## config.mk

```make
export PLATFORM = sky130hd
export DESIGN_NAME = wnpd_ram
export DESIGN_NICKNAME = d
export VERILOG_FILES = /design/src/sv/wnpd_ram.sv
export SDC_FILE = /design/constraint.sdc
export NUM_CORES = 1
export LEC_CHECK = 0
export ABC_AREA = 1
export BUFFER_PORTS_ARGS = -buffer_cell sky130_fd_sc_hd__buf_2
export CAP_MARGIN = 20
export CORE_ASPECT_RATIO = 0.5
export CORE_UTILIZATION = 50
export DETAILED_ROUTE_END_ITERATION = 6
export PLACE_DENSITY = 0.79
export SETUP_SLACK_MARGIN = 0.4
export SYNTH_ARGS = -nofsm -noshare
export SYNTH_HDL_FRONTEND = slang
export SYNTH_SLANG_ARGS = --single-unit
```

## constraint.sdc

```tcl
create_clock -name clk_i -period 1.4 [get_ports clk_i]
set_input_delay 0.14 -clock clk_i [delete_from_list [all_inputs] [get_ports clk_i]]
set_output_delay 0.14 -clock clk_i [all_outputs]
set_load 0.03 [all_outputs]
```

## src/sv/wnpd_ram.sv

```systemverilog
// generic single write port ram with registered read
// no dependencies
`default_nettype none

module wnpd_ram #(
  parameter int WIDTH = 8,
  parameter int DEPTH = 16
) (
  input  wire logic                     clk_i,
  input  wire logic                     we_i,
  input  wire logic [$clog2(DEPTH)-1:0] waddr_i,
  input  wire logic [WIDTH-1:0]         wdata_i,
  input  wire logic                     re_i,
  input  wire logic [$clog2(DEPTH)-1:0] raddr_i,
  output logic      [WIDTH-1:0]         rdata_o
);

  logic [WIDTH-1:0] mem_q [DEPTH];

  // write port
  always_ff @(posedge clk_i) begin
    if (we_i) begin
      mem_q[waddr_i] <= wdata_i;
    end
  end

  // registered read port
  always_ff @(posedge clk_i) begin
    if (re_i) begin
      rdata_o <= mem_q[raddr_i];
    end
  end

endmodule

`default_nettype wire

```

* Word level (Yosys, flattened, before mapping)
Memory sizes are Yosys's and may differ from the RTL's. A register that Yosys moved wholly into a read port is not among the register bits.
Index checks and enable logic that the tools add are counted.
** Word-level totals
- Memory bits (read-only) :: 0
- Flip-flop bits (word level) :: 0
- Input bits :: 19
- RAM bits :: 128
- Bits in latches :: 0
- Memories :: 1
** Memories
- mem_q :: words 16, width 8, rd ports 1, clocked after Yosys merged registers in 1, wr ports 1, RTL line 18 : logic [WIDTH-1:0] mem_q [DEPTH];
** Operators by class
- Shift-type cells :: 0
- Divide/modulo/power cells :: 0
- Equality and inequality tests :: 0
- Order comparisons :: 0
- Add/sub/neg operators :: 0
- $mul :: 0
- Bitwise gates (word level) :: 0
- Reduce and logical (&&, ||, !) cells :: 0
- Muxes and demuxes :: 2
** Operators with widths (count)
- 1-bit two-way mux :: 2

* Longest topological paths before layout
- Depth in word-level cells :: 2
- Mapped depth :: 8
- Mapped depth without buffers :: 7

* Worst setup path after synthesis
Ideal clock, no wire load.
- Path kind :: in2reg
- From :: input waddr_i[2]
- To :: memory mem_q[10][0], enable pin
- Data required time :: 1.030 ns
- Stages :: 2
- Arrival time :: 0.721 ns
- Path slack :: 0.309 ns
- Cells stage by stage :: nand3b_1 -> nor2_1
** RTL lines
- start, declared :: RTL line 11 : input wire logic [$clog2(DEPTH)-1:0] waddr_i,
- end, declared :: RTL line 18
Straight into the memory's write port.

* Worst setup path after layout
- From :: register rdata_o[4], read port of mem_q
- To :: output rdata_o[4]
** RTL lines
- start, declared :: RTL line 15 : output logic [WIDTH-1:0] rdata_o
No word-level cell between the ends.

==> flow_metrics.tcl <==
set metrics [dict create \
    clockBufferDepth 2 \
    grt.busiest_layer "met2" \
    worstPathMaxFanout 1 \
    hold_viol 0 \
    yosys-top-cells-count "nand2_1 (173), edfxtp_1 (136), inv_1 (100), nand3_1 (97), nor2_1 (17)" \
    cp_cell_sequence "buf_6" \
    grt_use_met2 0.397 \
    routabilityCongestion 0.893 \
    die_h_um 78.5 \
    drtIter0Drc 567 \
    combPwrFrac 0.070 \
    tightest_slew_ns 0.696 \
    cts-hold-fix-buffers 0 \
    avgSynthCellArea_um2 10.6 \
    vias_per_cell 5.36 \
    ys_top_cells_by_area "edfxtp_1 (70%), nand2_1 (11%), nand3_1 (8.3%)" \
    yosysSeqAreaShare 0.698 \
    io_pins 27 \
    synth_most_common_cell "nand2_1" \
    max_freq_mhz 870 \
    synth_edf_count 136 \
    netlist_instances 551 \
    required_ns 1.26 \
    max_slew_margin 0.535 \
    first_pass_iters 5 \
    cts_tree "yes" \
    htreeDepth 4 \
    status "finished, final reports clean" \
    critPathSlowestCell "edfxtp_1" \
    wirelength_um 13900 \
    detail-route-antenna-nets 0 \
    grt_use_total 0.242 \
    synth-main-ff-cell "edfxtp_1" \
    finalSetupViolations 0 \
    synth_top_area_share 0.698 \
    power.share.switching 0.209 \
    wl_per_cell_um 18.1 \
    drc_errors 0 \
    portBuffers 26 \
    yosysWarnings 0 \
    cts_buffers 17 \
    fin_nets 613 \
    critPathKind "reg -> out" \
    grt_pass1_wl_um 21200 \
    power.total_mw 10.3 \
    fin_crit_sh 0.821 \
    cp_slowest_stage_delay_ns 0.43 \
    diodes 0 \
    die_w_um 155 \
    die_area_um2 12200 \
    cp-start-kind "flip-flop" \
    end_kind "primary output" \
    grt_start_max_net_pins 38 \
    maxCapViolations 0 \
    arrival_ns 1.01 \
    async_flop_share 0 \
    powerDensity_nw_per_um2 1420 \
    clkTransAtPathRegs_ns 0.05 \
    ys_types 11 \
    placementRows 27 \
    syn_nets 570 \
    start_util 0.523 \
    ir_worst_vdd_mv 0.767 \
    area_growth_pct 23.4 \
    drv_slew 0 \
    clkPwrFrac 0.480 \
    drive_gt1_frac 0.239 \
    ys_ff_latch 136 \
    path_buf_inv 1 \
    critPathTopFamily "flip-flops" \
    min_path_type "in -> reg" \
    synth_top_cell_by_area "edfxtp_1" \
    grt_pass1_vias 3895 \
    use_met1 0.318 \
    finalClockSkew_ns 0.00426 \
    clock_sinks 136 \
    clock_latency_ns 0.41 \
    min_period_ns 1.15 \
    seqPwrFrac 0.450 \
    timing.setup.tns_ns 0 \
    place_hpwl_um 8110 \
    p_switching_mw 2.14 \
    overflow 0 \
    vias 4097 \
    ctsRootBufferMaster "clkbuf_16" \
    leakage_nw 3.10 \
    grtUsageMet3 0.0563 \
    rsz0062_at_grt "true" \
    antenna_found_initial 0 \
    internal_power_mw 8.12 \
    coreArea_um2 11200 \
    netlist_area_um2 5850 \
]
timing repair:
item,in CTS,in global routing
gates resized for setup,68,6
cloned,0,0
pin swaps,38,4
setup endpoints to repair,16,16
setup buffers,0,0
cell families after synthesis:
group | count (synthesis) | share of synthesized area
buffers and inverters | 126 | 0.0939
AND/OR/NAND/NOR | 289 | 0.208
flip-flops | 136 | 0.698
flip-flops by register name (all words and copies together), names as in the netlist:
name	count
rdata_o	8
mem_q	128
layout by cell type (no fill, tap or decap), drive strengths merged:
master,n
nand2,173
inv,103
nand3,97
clkinvlp,1
buf,48
edfxtp,136
clkinv,6
clkbuf,17
nand3b,2
bufinv,6
nor2,17
worst paths after layout:
path / startpoint / endpoint / slack, ns / depth (start not counted)
setup / recovery: rdata_o[4] / rdata_o[4] / 0.25 / 1
hold / removal: re_i / rdata_o[0] / 0.09 / 1
setup reg to reg: mem_q[12][5] / rdata_o[5] / 0.28 / 6
hold reg to reg: mem_q[1][7] / rdata_o[7] / 0.78 / 6
per-stage QoR:
stage / hold slack [ns] / cells / util / area [um2] / setup WS [ns]
2_1_floorplan: 0.239 / 551 / - / 5860 / 0.309
3_3_place_gp: 0.505 / 734 / 0.559 / 6250 / 0.0815
3_5_place_dp: 0.509 / 734 / 0.559 / 6250 / 0.0826
4_1_cts: 0.0791 / 765 / 0.643 / 7190 / 0.252
5_1_grt: 0.0805 / 765 / 0.645 / 7220 / 0.218
6_report: 0.0858 / 765 / 0.645 / 7220 / 0.251
final cells by class:
class / instances / area [um2]
Timing Repair Buffer: 48 / 408
Multi-Input combinational cell: 289 / 1490
Clock buffer: 17 / 425
Clock inverter: 14 / 229
Inverter: 102 / 383
Tap cell: 159 / 199
Fill cell: 717 / 3970
Sequential cell: 136 / 4080
routing by layer:
layer  vias to the layer above  wire length [um]
met4                         0               257
li1                       1869                 -
met3                        28              1330
met5                         -                 0
met2                       241              6660
met1                      1959              5630
power by group through the flow:
| stage | combinational, mW | sequential [mW] | clock, mW |
|---|---|---|---|
| final | 0.719 | 4.62 | 4.93 |
| after CTS | 0.688 | 4.62 | 4.92 |
| after detailed placement | 0.599 | 4.70 | 0 |
| after global placement | 0.590 | 4.70 | 0 |
| after floorplan | 0.325 | 4.73 | 0 |
| after global routing | 0.766 | 4.63 | 5.07 |
Power figures use the tool's default switching activity.
